**config.mk**
```make
export PLATFORM = sky130hd
export DESIGN_NAME = morse_code_translator_core
export DESIGN_NICKNAME = d
export VERILOG_FILES = /design/src/rtl/mct_pkg.sv /design/src/rtl/mct_ctrl.sv /design/src/rtl/mct_datapath.sv /design/src/rtl/morse_code_translator_core.sv
export SDC_FILE = /design/constraint.sdc
export NUM_CORES = 1
export LEC_CHECK = 0
export BUFFER_PORTS_ARGS = -buffer_cell sky130_fd_sc_hd__buf_2
export CORE_UTILIZATION = 40
export DETAILED_ROUTE_END_ITERATION = 10
export SYNTH_ARGS = -nofsm -noshare
export SYNTH_HDL_FRONTEND = slang
export SYNTH_SLANG_ARGS = --single-unit
```
**constraint.sdc**
```tcl
create_clock -name aclk -period 4.28 [get_ports aclk]
set_input_delay 0.428 -clock aclk [delete_from_list [all_inputs] [get_ports aclk]]
set_output_delay 0.428 -clock aclk [all_outputs]
set_load 0.005 [all_outputs]
```
**src/rtl/mct_pkg.sv**
```systemverilog
`timescale 1ns / 1ps
`default_nettype none
// ----------------------------------------------------------------------------
// Morse code translator package
// Shared types, the code table and the table lookup functions.
// ----------------------------------------------------------------------------
package mct_pkg;

    localparam int CodeCount = 41;
    localparam logic [2:0] MaxSymbols = 3'd6;

    localparam logic [7:0] CharDot   = 8'h2E;
    localparam logic [7:0] CharDash  = 8'h2D;
    localparam logic [7:0] CharSpace = 8'h20;

    typedef enum logic [0:0] {
        MCT_IDLE,
        MCT_EMIT
    } state_t;

    typedef struct packed {
        logic load;
        logic advance;
    } cmd_t;

    typedef struct packed {
        logic any_result;
        logic last_beat;
    } status_t;

    typedef struct packed {
        logic       hit;
        logic [2:0] len;
        logic [5:0] bits;
    } enc_t;

    typedef struct packed {
        logic       hit;
        logic [7:0] char_val;
    } dec_t;

    localparam logic [7:0] CODE_CHAR [CodeCount] = '{
        8'h61, 8'h62, 8'h63, 8'h64, 8'h65, 8'h66, 8'h67, 8'h68, 8'h69, 8'h6A,
        8'h6B, 8'h6C, 8'h6D, 8'h6E, 8'h6F, 8'h70, 8'h71, 8'h72, 8'h73, 8'h74,
        8'h75, 8'h76, 8'h77, 8'h78, 8'h79, 8'h7A,
        8'h2E, 8'h2C, 8'h3A, 8'h3F, 8'h27,
        8'h30, 8'h31, 8'h32, 8'h33, 8'h34, 8'h35, 8'h36, 8'h37, 8'h38, 8'h39
    };

    localparam logic [2:0] CODE_LEN [CodeCount] = '{
        3'd2, 3'd4, 3'd4, 3'd3, 3'd1, 3'd4, 3'd3, 3'd4, 3'd2, 3'd4,
        3'd3, 3'd4, 3'd2, 3'd2, 3'd3, 3'd4, 3'd4, 3'd3, 3'd3, 3'd1,
        3'd3, 3'd4, 3'd3, 3'd4, 3'd4, 3'd4,
        3'd6, 3'd6, 3'd6, 3'd6, 3'd6,
        3'd5, 3'd5, 3'd5, 3'd5, 3'd5, 3'd5, 3'd5, 3'd5, 3'd5, 3'd5
    };

    // Bit i is set when symbol i of the code is a dash.
    localparam logic [5:0] CODE_BITS [CodeCount] = '{
        6'b000010, 6'b000001, 6'b000101, 6'b000001, 6'b000000,
        6'b000100, 6'b000011, 6'b000000, 6'b000000, 6'b001110,
        6'b000101, 6'b000010, 6'b000011, 6'b000001, 6'b000111,
        6'b000110, 6'b001011, 6'b000010, 6'b000000, 6'b000001,
        6'b000100, 6'b001000, 6'b000110, 6'b001001, 6'b001101,
        6'b000011,
        6'b101010, 6'b110011, 6'b000111, 6'b001100, 6'b011110,
        6'b011111, 6'b011110, 6'b011100, 6'b011000, 6'b010000,
        6'b000000, 6'b000001, 6'b000011, 6'b000111, 6'b001111
    };

    function automatic enc_t enc_lookup(logic [7:0] c);
        enc_t res;
        res = '0;
        for (int k = 0; k < CodeCount; k++) begin
            if (!res.hit && CODE_CHAR[k] == c) begin
                res.hit  = 1'b1;
                res.len  = CODE_LEN[k];
                res.bits = CODE_BITS[k];
            end
        end
        return res;
    endfunction

    function automatic dec_t dec_lookup(logic [2:0] len, logic [5:0] bits);
        dec_t res;
        res = '0;
        for (int k = 0; k < CodeCount; k++) begin
            if (!res.hit && CODE_LEN[k] == len && CODE_BITS[k] == bits) begin
                res.hit      = 1'b1;
                res.char_val = CODE_CHAR[k];
            end
        end
        return res;
    endfunction

endpackage
`default_nettype wire

```
**src/rtl/mct_ctrl.sv**
```systemverilog
`timescale 1ns / 1ps
`default_nettype none
// ----------------------------------------------------------------------------
// Morse code translator controller
// Accepts one byte, then hands out its result beats one by one.
// ----------------------------------------------------------------------------
module mct_ctrl (
    input  wire logic             aclk,
    input  wire logic             aresetn,
    input  wire logic             s_valid,
    output logic                  s_ready,
    output logic                  m_valid,
    input  wire logic             m_ready,
    input  wire mct_pkg::status_t status,
    output mct_pkg::cmd_t         cmd
);

    mct_pkg::state_t state_reg;
    mct_pkg::state_t state_next;

    always_ff @(posedge aclk) begin
        if (!aresetn) begin
            state_reg <= mct_pkg::MCT_IDLE;
        end else begin
            state_reg <= state_next;
        end
    end

    always_comb begin
        state_next  = state_reg;
        s_ready     = 1'b0;
        m_valid     = 1'b0;
        cmd.load    = 1'b0;
        cmd.advance = 1'b0;
        unique case (state_reg)
            mct_pkg::MCT_IDLE: begin
                s_ready  = 1'b1;
                cmd.load = s_valid;
                if (s_valid && status.any_result) begin
                    state_next = mct_pkg::MCT_EMIT;
                end
            end
            mct_pkg::MCT_EMIT: begin
                m_valid     = 1'b1;
                cmd.advance = m_ready;
                if (m_ready && status.last_beat) begin
                    state_next = mct_pkg::MCT_IDLE;
                end
            end
            default: begin
                state_next = mct_pkg::MCT_IDLE;
            end
        endcase
    end

endmodule
`default_nettype wire

```
**src/rtl/mct_datapath.sv**
```systemverilog
`timescale 1ns / 1ps
`default_nettype none
// ----------------------------------------------------------------------------
// Morse code translator datapath
// Phrase and symbol group state, table lookups and the result beat buffer.
// ----------------------------------------------------------------------------
module mct_datapath (
    input  wire logic          aclk,
    input  wire logic          aresetn,
    input  wire logic [7:0]    s_char_in,
    input  wire logic          s_phrase_end,
    output logic [7:0]         m_char_out,
    output logic               m_last_of_run,
    input  wire mct_pkg::cmd_t cmd,
    output mct_pkg::status_t   status
);

    logic       decode_mode_reg, decode_mode_next;
    logic       phrase_start_reg, phrase_start_next;
    logic [5:0] sym_bits_reg, sym_bits_next;
    logic [2:0] sym_count_reg, sym_count_next;
    logic       sym_invalid_reg, sym_invalid_next;

    logic       emit_dec_reg, emit_dec_next;
    logic [7:0] emit_char_reg, emit_char_next;
    logic [5:0] emit_bits_reg, emit_bits_next;
    logic [2:0] emit_len_reg, emit_len_next;
    logic [2:0] emit_total_reg, emit_total_next;
    logic [2:0] idx_reg, idx_next;

    logic          eff_dec;
    logic          flush;
    logic [5:0]    bits_b, bits_u;
    logic [2:0]    cnt_b, cnt_u;
    logic          inv_b, inv_u;
    logic [5:0]    bits_shift;
    mct_pkg::enc_t enc;
    mct_pkg::dec_t dec;

    always_comb begin
        eff_dec = phrase_start_reg ? (s_char_in == mct_pkg::CharDot ||
                                      s_char_in == mct_pkg::CharDash)
                                   : decode_mode_reg;
        flush   = (s_char_in == mct_pkg::CharSpace) || s_phrase_end;

        bits_b = phrase_start_reg ? 6'd0 : sym_bits_reg;
        cnt_b  = phrase_start_reg ? 3'd0 : sym_count_reg;
        inv_b  = phrase_start_reg ? 1'b0 : sym_invalid_reg;

        bits_u = bits_b;
        cnt_u  = cnt_b;
        inv_u  = inv_b;
        if (s_char_in != mct_pkg::CharSpace) begin
            if (cnt_b >= mct_pkg::MaxSymbols) begin
                inv_u = 1'b1;
            end else begin
                if (s_char_in == mct_pkg::CharDash) begin
                    bits_u = bits_b | (6'd1 << cnt_b);
                end else if (s_char_in != mct_pkg::CharDot) begin
                    inv_u = 1'b1;
                end
                cnt_u = cnt_b + 3'd1;
            end
        end

        enc = mct_pkg::enc_lookup(s_char_in);
        dec = mct_pkg::dec_lookup(cnt_u, bits_u);

        emit_dec_next  = eff_dec;
        emit_char_next = dec.char_val;
        emit_bits_next = enc.bits;
        emit_len_next  = enc.len;
        if (eff_dec) begin
            emit_total_next = (flush && !inv_u && dec.hit) ? 3'd1 : 3'd0;
        end else begin
            emit_total_next = enc.hit ? enc.len + 3'd1 : 3'd0;
        end

        decode_mode_next  = eff_dec;
        phrase_start_next = s_phrase_end;
        if (eff_dec && !flush) begin
            sym_bits_next    = bits_u;
            sym_count_next   = cnt_u;
            sym_invalid_next = inv_u;
        end else if (eff_dec || phrase_start_reg) begin
            sym_bits_next    = 6'd0;
            sym_count_next   = 3'd0;
            sym_invalid_next = 1'b0;
        end else begin
            sym_bits_next    = sym_bits_reg;
            sym_count_next   = sym_count_reg;
            sym_invalid_next = sym_invalid_reg;
        end

        idx_next = cmd.load ? 3'd0 : idx_reg + 3'd1;

        status.any_result = (emit_total_next != 3'd0);
        status.last_beat  = (idx_reg == emit_total_reg - 3'd1);

        bits_shift    = emit_bits_reg >> idx_reg;
        m_last_of_run = status.last_beat;
        if (emit_dec_reg) begin
            m_char_out = emit_char_reg;
        end else if (idx_reg < emit_len_reg) begin
            m_char_out = bits_shift[0] ? mct_pkg::CharDash : mct_pkg::CharDot;
        end else begin
            m_char_out = mct_pkg::CharSpace;
        end
    end

    always_ff @(posedge aclk) begin
        if (!aresetn) begin
            decode_mode_reg  <= 1'b0;
            phrase_start_reg <= 1'b1;
            sym_bits_reg     <= 6'd0;
            sym_count_reg    <= 3'd0;
            sym_invalid_reg  <= 1'b0;
            idx_reg          <= 3'd0;
        end else begin
            if (cmd.load) begin
                decode_mode_reg  <= decode_mode_next;
                phrase_start_reg <= phrase_start_next;
                sym_bits_reg     <= sym_bits_next;
                sym_count_reg    <= sym_count_next;
                sym_invalid_reg  <= sym_invalid_next;
            end
            if (cmd.load || cmd.advance) begin
                idx_reg <= idx_next;
            end
        end
    end

    always_ff @(posedge aclk) begin
        if (cmd.load) begin
            emit_dec_reg   <= emit_dec_next;
            emit_char_reg  <= emit_char_next;
            emit_bits_reg  <= emit_bits_next;
            emit_len_reg   <= emit_len_next;
            emit_total_reg <= emit_total_next;
        end
    end

endmodule
`default_nettype wire

```
**src/rtl/morse_code_translator_core.sv**
```systemverilog
`timescale 1ns / 1ps
`default_nettype none
// ----------------------------------------------------------------------------
// Morse code translator core
// Encodes text bytes to dots and dashes, or decodes symbol groups to text.
//
// Channel  Ports                               Beat
// input    s_valid s_ready s_char_in           one phrase byte
//          s_phrase_end
// output   m_valid m_ready m_char_out          one output character
//          m_last_of_run
//
// A byte is taken while idle; its results then leave one per cycle unless
// the output stalls, at most seven for a six-symbol code. The beat counter
// of the result buffer steps through them. Reset brings the block to the
// start of a phrase. A stalled output beat holds the block, and no new byte
// is taken until every result of the current byte has gone.
// ----------------------------------------------------------------------------
module morse_code_translator_core (
    input  wire logic       aclk,
    input  wire logic       aresetn,
    input  wire logic       s_valid,
    output logic            s_ready,
    input  wire logic [7:0] s_char_in,
    input  wire logic       s_phrase_end,
    output logic            m_valid,
    input  wire logic       m_ready,
    output logic [7:0]      m_char_out,
    output logic            m_last_of_run
);

    mct_pkg::cmd_t    cmd;
    mct_pkg::status_t status;

    mct_ctrl u_ctrl (
        .aclk    (aclk),
        .aresetn (aresetn),
        .s_valid (s_valid),
        .s_ready (s_ready),
        .m_valid (m_valid),
        .m_ready (m_ready),
        .status  (status),
        .cmd     (cmd)
    );

    mct_datapath u_datapath (
        .aclk          (aclk),
        .aresetn       (aresetn),
        .s_char_in     (s_char_in),
        .s_phrase_end  (s_phrase_end),
        .m_char_out    (m_char_out),
        .m_last_of_run (m_last_of_run),
        .cmd           (cmd),
        .status        (status)
    );

endmodule
`default_nettype wire

```
; After elaboration in Yosys (flattened, before gate mapping)
; Cells that the tools add are included.
[word_totals]
input_bits = 13
register_bits = 37
out_inout_bits = 11
word_cells = 445
[classes]
n_eq_ne = 74
n_addsub = 4
n_lt_le_gt_ge = 2
mux = 115
shift = 2
n_reduce_logical = 225
bitwise_logic = 2
[ops]
columns = cell, count
row1 = 2-to-1 mux 10 bit, 41
row2 = 2-to-1 mux 9 bit, 41
row3 = == test 7 x 8 -> 1 bit (first input constant), 26
row4 = logical AND 1 bit, 126
row5 = == test 6 x 8 -> 1 bit (first input constant), 15
row6 = zero test 1 bit, 82
row7 = == test 4 x 6 -> 1 bit (first input constant), 7
row8 = OR reduction 40 bit, 1
row9 = 2-to-1 mux 6 bit, 6
row10 = == test 5 x 6 -> 1 bit (first input constant), 5
row11 = == test 3 x 6 -> 1 bit (first input constant), 4
row12 = == test 8 x 6 -> 1 bit (second input constant), 3
row13 = 2-to-1 mux 3 bit, 8
row14 = 2-to-1 mux 8 bit, 2
row15 = inequality test 8 x 6 -> 1 bit (second input constant), 2
row16 = 2-to-1 mux 1 bit, 15
row17 = OR reduction 15 bit, 1
row18 = OR reduction 13 bit, 1
row19 = == test 2 x 6 -> 1 bit (first input constant), 2
row20 = == test 6 bit (first input constant), 2
row21 = OR reduction 10 bit, 1
row22 = adder 3 x 1 -> 3 bit (second input constant), 3
row23 = == test 3 bit (first input constant), 3
row24 = == test 1 x 6 -> 1 bit (first input constant), 1
row25 = other kinds (21), 26

; Depth between registers and ports, before layout
[logic_depth]
depth_word = 176
ltp_mapped = 15
ltp_nobuf = 13

; Modules after synthesis
; Synthesis repeated with hierarchy kept, for this count alone.
[unflattened]
cells_unflattened = 497
area_unflattened_um2 = 3806.2
[by_module_without_submodules]
columns = module, cells_per_inst, area_per_inst_um2, seq_area_each_um2, instances
row1 = mct_datapath, 490, 3748.6, 900.9, 1
row2 = mct_ctrl, 7, 57.6, 20.0, 1

; Least setup slack after synthesis
; OpenSTA, ideal clock, no wires.
[synth_timing]
path_type = input to register
start = input s_char_in[6]
end = register u_datapath.emit_total_reg[0], data pin
path_slack_ns = 0.863
path_buffers = 4
t_arrival_ns = 3.151
stages = 13
cell_sequence = clkbuf_1 or4b_4 buf_6 or3_4 o22a_1 buf_6 and2_1 buf_6 o211a_2 a2111oi_4 nand4_2 nor4_4 o22ai_1
[synth_via]
elab_chain_cells = 170
elab_cells_between_ends = 375
cone_classes = 1 x add/sub / 73 x eq/ne / 94 x mux / 207 x reduce/logical
[synth_lines]
columns = element, line
row1 = from (decl), morse_code_translator_core.sv:24  ; input wire logic [7:0] s_char_in,
row2 = == test 8 x 6 -> 1 bit, "mct_datapath.sv:42, mct_datapath.sv:57"
row3 = 2-to-1 mux 6 bit, mct_datapath.sv:57  ; if (s_char_in == mct_pkg::CharDash) begin
row4 = 2-to-1 mux 6 bit, mct_datapath.sv:54  ; if (cnt_b >= mct_pkg::MaxSymbols) begin
row5 = 2-to-1 mux 6 bit, mct_datapath.sv:53  ; if (s_char_in != mct_pkg::CharSpace) begin
row6 = == test 2 x 6 -> 1 bit, mct_pkg.sv:88  ; if (!res.hit && CODE_LEN[k] == len && CODE_BITS[k] == bits) begin
row7 = logical AND 1 bit, mct_pkg.sv:88
row8 = 2-to-1 mux 9 bit, mct_pkg.sv:88
row9 = zero test 1 bit, mct_pkg.sv:88
row10 = [... 154 more ...], n/a
row11 = 2-to-1 mux 9 bit, mct_pkg.sv:88
row12 = zero test 1 bit, mct_pkg.sv:88
row13 = logical AND 1 bit (2 in series), mct_pkg.sv:88
row14 = 2-to-1 mux 9 bit, mct_pkg.sv:88
row15 = logical AND 1 bit, mct_datapath.sv:74  ; emit_total_next = (flush && !inv_u && dec.hit) ? 3'd1 : 3'd0;
row16 = 2-to-1 mux 1 bit, mct_datapath.sv:74
row17 = 2-to-1 mux 3 bit (*), mct_datapath.sv:73  ; if (eff_dec) begin
row18 = net u_datapath.emit_total_next[0], mct_datapath.sv:28  ; logic [2:0] emit_total_reg, emit_total_next;
row19 = to (signal assigned), mct_datapath.sv:139  ; emit_total_reg <= emit_total_next;
row20 = to (decl), mct_datapath.sv:28
; The timed path passes the listed nets; every way through them passes the cells marked *.
; A chain may end at the register's enable or synchronous reset.

; Worst setup path after layout
[layout_timing]
start = register u_datapath.phrase_start_reg
end = register u_datapath.emit_total_reg[0], data pin
[layout_via]
elab_chain_cells = 172
elab_cells_between_ends = 212
cone_classes = 1 x add/sub / 1 x order compare / 27 x eq/ne / 1 x shift / 56 x mux / 1 x bitwise / 125 x reduce/logical
[layout_lines]
columns = element, line
row1 = from (decl), mct_datapath.sv:19  ; logic phrase_start_reg, phrase_start_next;
row2 = from (signal assigned), mct_datapath.sv:122  ; phrase_start_reg <= phrase_start_next;
row3 = 2-to-1 mux 3 bit, mct_datapath.sv:47  ; cnt_b = phrase_start_reg ? 3'd0 : sym_count_reg;
row4 = left shift 1 x 3 -> 6 bit, mct_datapath.sv:58  ; bits_u = bits_b | (6'd1 << cnt_b);
row5 = bitwise OR 6 bit, mct_datapath.sv:58
row6 = 2-to-1 mux 6 bit, mct_datapath.sv:57
row7 = 2-to-1 mux 6 bit, mct_datapath.sv:54
row8 = 2-to-1 mux 6 bit, mct_datapath.sv:53
row9 = == test 2 x 6 -> 1 bit, mct_pkg.sv:88
row10 = logical AND 1 bit, mct_pkg.sv:88
row11 = [... 156 more ...], n/a
row12 = 2-to-1 mux 9 bit, mct_pkg.sv:88
row13 = zero test 1 bit, mct_pkg.sv:88
row14 = logical AND 1 bit (2 in series), mct_pkg.sv:88
row15 = 2-to-1 mux 9 bit, mct_pkg.sv:88
row16 = logical AND 1 bit, mct_datapath.sv:74
row17 = 2-to-1 mux 1 bit, mct_datapath.sv:74
row18 = 2-to-1 mux 3 bit (*), mct_datapath.sv:73
row19 = net u_datapath.emit_total_next[0], mct_datapath.sv:28
; Marked as above.

==> impl_metrics.yaml <==
clock_network:
  cts_made_buffers: 5
  tritoncts: "done"
  clk-insertion-delay-late_ps: 280
  cts.root.buffer_cell: "sky130_fd_sc_hd__clkbuf_8"
  clock_sinks: 36
  post_cts_resized: 0
  cts_post_setup_buffers_inserted: 0
  cts_max_level: 2
  clock_path_buffers: 2
  cts_hold_buf: 0
  clk_transition_reported_paths_ps: 70
power_and_ir_drop:
  ir_drop_mv: 0.118
  cellPowerDensity_mw_per_mm2: 191
  power_leakage_nw: 1.42
global_route:
  grt_antenna_before_repair: 0
  grt_first_pass_wirelength_mm: 18.8
  via_count_of_the_first_global_routing_pass: 3646
  global_route.overflow_total: 0
  grt_max_degree: 34
  grtUsageTotal_pct: 23.7
synth:
  syn_nets: 533
  library_cells_used_by_synthesis: 82
  yosys_warnings: 0
  share_of_synthesized_flip_flops_with_an_asynchronous_set_or_reset_pct: 0
  synth.avg_cell_area_um2: 7.56
  netlist_instances: 510
  synthFlopType: "sky130_fd_sc_hd__edfxtp_1"
  synth.yosys.seq_area_share_pct: 23.9
  netlist_area_mm2: 0.00386
  synth_seq_cells: 36
  synth-edff-count: 20
timing:
  final_max_slew_viol_count: 0
  timing_hold_violations_final: 0
  rsz_0062_raised_after_global_routing: "false"
  max_slew.worst_pin.slew_ps: 1040
  clock.fmax_mhz: 266
  slew_headroom_pct: 30.2
  minimum_clock_period_after_layout_ps: 3760
  fin_setup_tns_ps: 0
  final.period_utilization_pct: 87.8
  final-setup-viol-count: 0
  timing.clock.skew_ps: 3.26
placed_design:
  port_bufs: 22
  gp_congestion: 0.944
  hpwl_reported_at_the_end_of_detailed_placement_mm: 8.54
  cell_area_after_placement_mm2: 0.00404
die:
  fp.dieArea_mm2: 0.0100
  initial_utilization_pct: 41.5
  dieWidth_um: 100
  top_level_ports: 24
  floorplan.rows: 35
  design.core.area_mm2: 0.00928
  height_of_the_chip_um: 100
critical_path:
  path_delay_family: "simple AND/OR/NAND/NOR gates"
  cp_startpoint_kind: "flip-flop"
  timing_worst_setup_path_type: "flip-flop to flip-flop"
  critical-path-max-stage-delay_ps: 520
  worstReg2RegStart: "u_datapath.phrase_start_reg$_SDFFE_PN1P_"
  worst_path_max_delay_cell: "sky130_fd_sc_hd__o41ai_4"
  cp_data_arrival_time_ps: 3780
  number_of_buffer_and_inverter_instances_along_the_worst_setup_path: 2
  cpMostUsedCell: "sky130_fd_sc_hd__inv_1"
  worstPathCellList: "nor2b_1 -> inv_1 -> ha_1 -> nand3b_1 -> o41ai_4 -> nand2b_1 -> inv_1 -> o22ai_2 -> a2111oi_4 -> nand4_2 -> nor4_4 -> o22ai_1"
  req_time_crit_path_ps: 4310
  worst_setup_path_startpoint: "u_datapath.phrase_start_reg$_SDFFE_PN1P_"
  max_fanout_on_critical_path: 9
  setup.worst_path.end_class: "flip-flop"
detailed_routing:
  drt-initial-drc-count: 583
  detail-route-antenna-nets: 0
  route.detailed.vias_per_inst: 6.29
  route.detailed.drc: 0
  drt_first_pass_iters: 5
  totalWireLength_mm: 11.5
  wire_per_inst_um: 17.8
  num_vias: 4048
layout:
  nets: 537
  number_of_flip_flops_in_the_largest_register: 7
  filler_cell_count: 955
  utilization_pct: 44.4
  postLayoutCellArea_mm2: 0.00412
  count_of_inserted_antenna_diode_cells: 0
  post_route_cells_drive_above_1_share_pct: 11.7
  area_delta_synth_final_pct: 6.94
min_path:
  timing.hold.worst.class: "flip-flop to flip-flop"
  hold_path_startpoint: "u_datapath.decode_mode_reg$_SDFFE_PN0P_"
flow_run:
  cap_viol_max_count: 0
status:
  status: "finished clean"
kinds of logic after synthesis:
group                      count (synthesis)  synth area share, %
and+or+nand+nor                          222                 30.7
AOI/OAI and AO/OA                        175                 32.3
buffers and inverters                     52                 5.94
DFF                                       36                 23.9
adders and majority gates                 10                 3.24
muxes                                      9                 2.73
xor gates and xnor gates                   5                 1.14
other                                      1               0.0972
cells in the mapped netlist, drive strengths merged, types with 15 or more instances:
cell	n	area, um^2
nand2b	15	93.8
nor2b	29	181
edfxtp	20	601
o21ai	32	160
nand2	59	221
nand3	16	80.1
a21oi	38	190
dfxtp	16	320
clkbuf	26	97.6
nor3	17	85.1
inv	17	63.8
nor2	38	145
cell usage in the layout, fill, tap and decap left out, types with 11 or more instances in the layout:
master,n
sky130_fd_sc_hd__o21ai_0,30
sky130_fd_sc_hd__dfxtp_1,16
sky130_fd_sc_hd__nor2b_1,28
sky130_fd_sc_hd__a21oi_1,38
sky130_fd_sc_hd__buf_2,22
sky130_fd_sc_hd__nand2b_1,15
sky130_fd_sc_hd__nor2_1,37
sky130_fd_sc_hd__inv_1,17
sky130_fd_sc_hd__a31oi_1,12
sky130_fd_sc_hd__nor3_1,17
sky130_fd_sc_hd__edfxtp_1,20
sky130_fd_sc_hd__nand2_1,59
sky130_fd_sc_hd__o211ai_1,12
sky130_fd_sc_hd__nand3_1,16
sky130_fd_sc_hd__o22ai_1,11
routing by layer:
| metal | global-route usage [%] | wire length (um) |
|---|---|---|
| met2 | 36.5 | 5120 |
| met5 | 0 | 0 |
| met3 | 4.18 | 1140 |
| met4 | 8.14 | 299 |
| met1 | 33.2 | 4940 |
path summary, 6_finish.rpt:
kind                            slack [ps]                                       to  cells past startpoint
worst min register to register         500  u_datapath.decode_mode_reg$_SDFFE_PN0P_                      2
worst min-delay path                   500  u_datapath.decode_mode_reg$_SDFFE_PN0P_                      2
worst max-delay path                   520   u_datapath.emit_total_reg[0]$_DFFE_PP_                     12
worst max register to register         520   u_datapath.emit_total_reg[0]$_DFFE_PP_                     12
where the power goes:
group          internal (mW)  leakage, nW  switching [mW]
clock network          0.113       0.0479           0.125
registers              0.378        0.320         0.00832
logic                 0.0583         1.05           0.102
total                  0.550         1.42           0.236
worst min-delay path, delay by kind of cell, from the launching register on:
kind             cells  cell delay, ps
AO/OA/AOI/OAI        1              70
AND/OR/NAND/NOR      1              60
flip-flops           1             330
stage by stage:
stage	setup WS, ps	total power, mW	hold WS [ps]	std cells
6_report	521	0.786	502	644
5_1_grt	249	0.833	543	644
4_1_cts	575	0.795	506	644
3_5_place_dp	466	0.553	495	636
3_3_place_gp	527	0.551	480	636
2_1_floorplan	863	0.509	458	510
area by class of cell:
cell class / count / area [um^2] / area share (%)
multi-input combinational: 422 / 2710 / 65.7
sequential: 36 / 921 / 22.3
timing repair buffer: 31 / 178 / 4.31
tap: 129 / 161 / 3.91
clock buffer: 5 / 68.8 / 1.67
inverter: 18 / 67.6 / 1.64
clock inverter: 3 / 18.8 / 0.455
(Power assumes the default switching activity.)
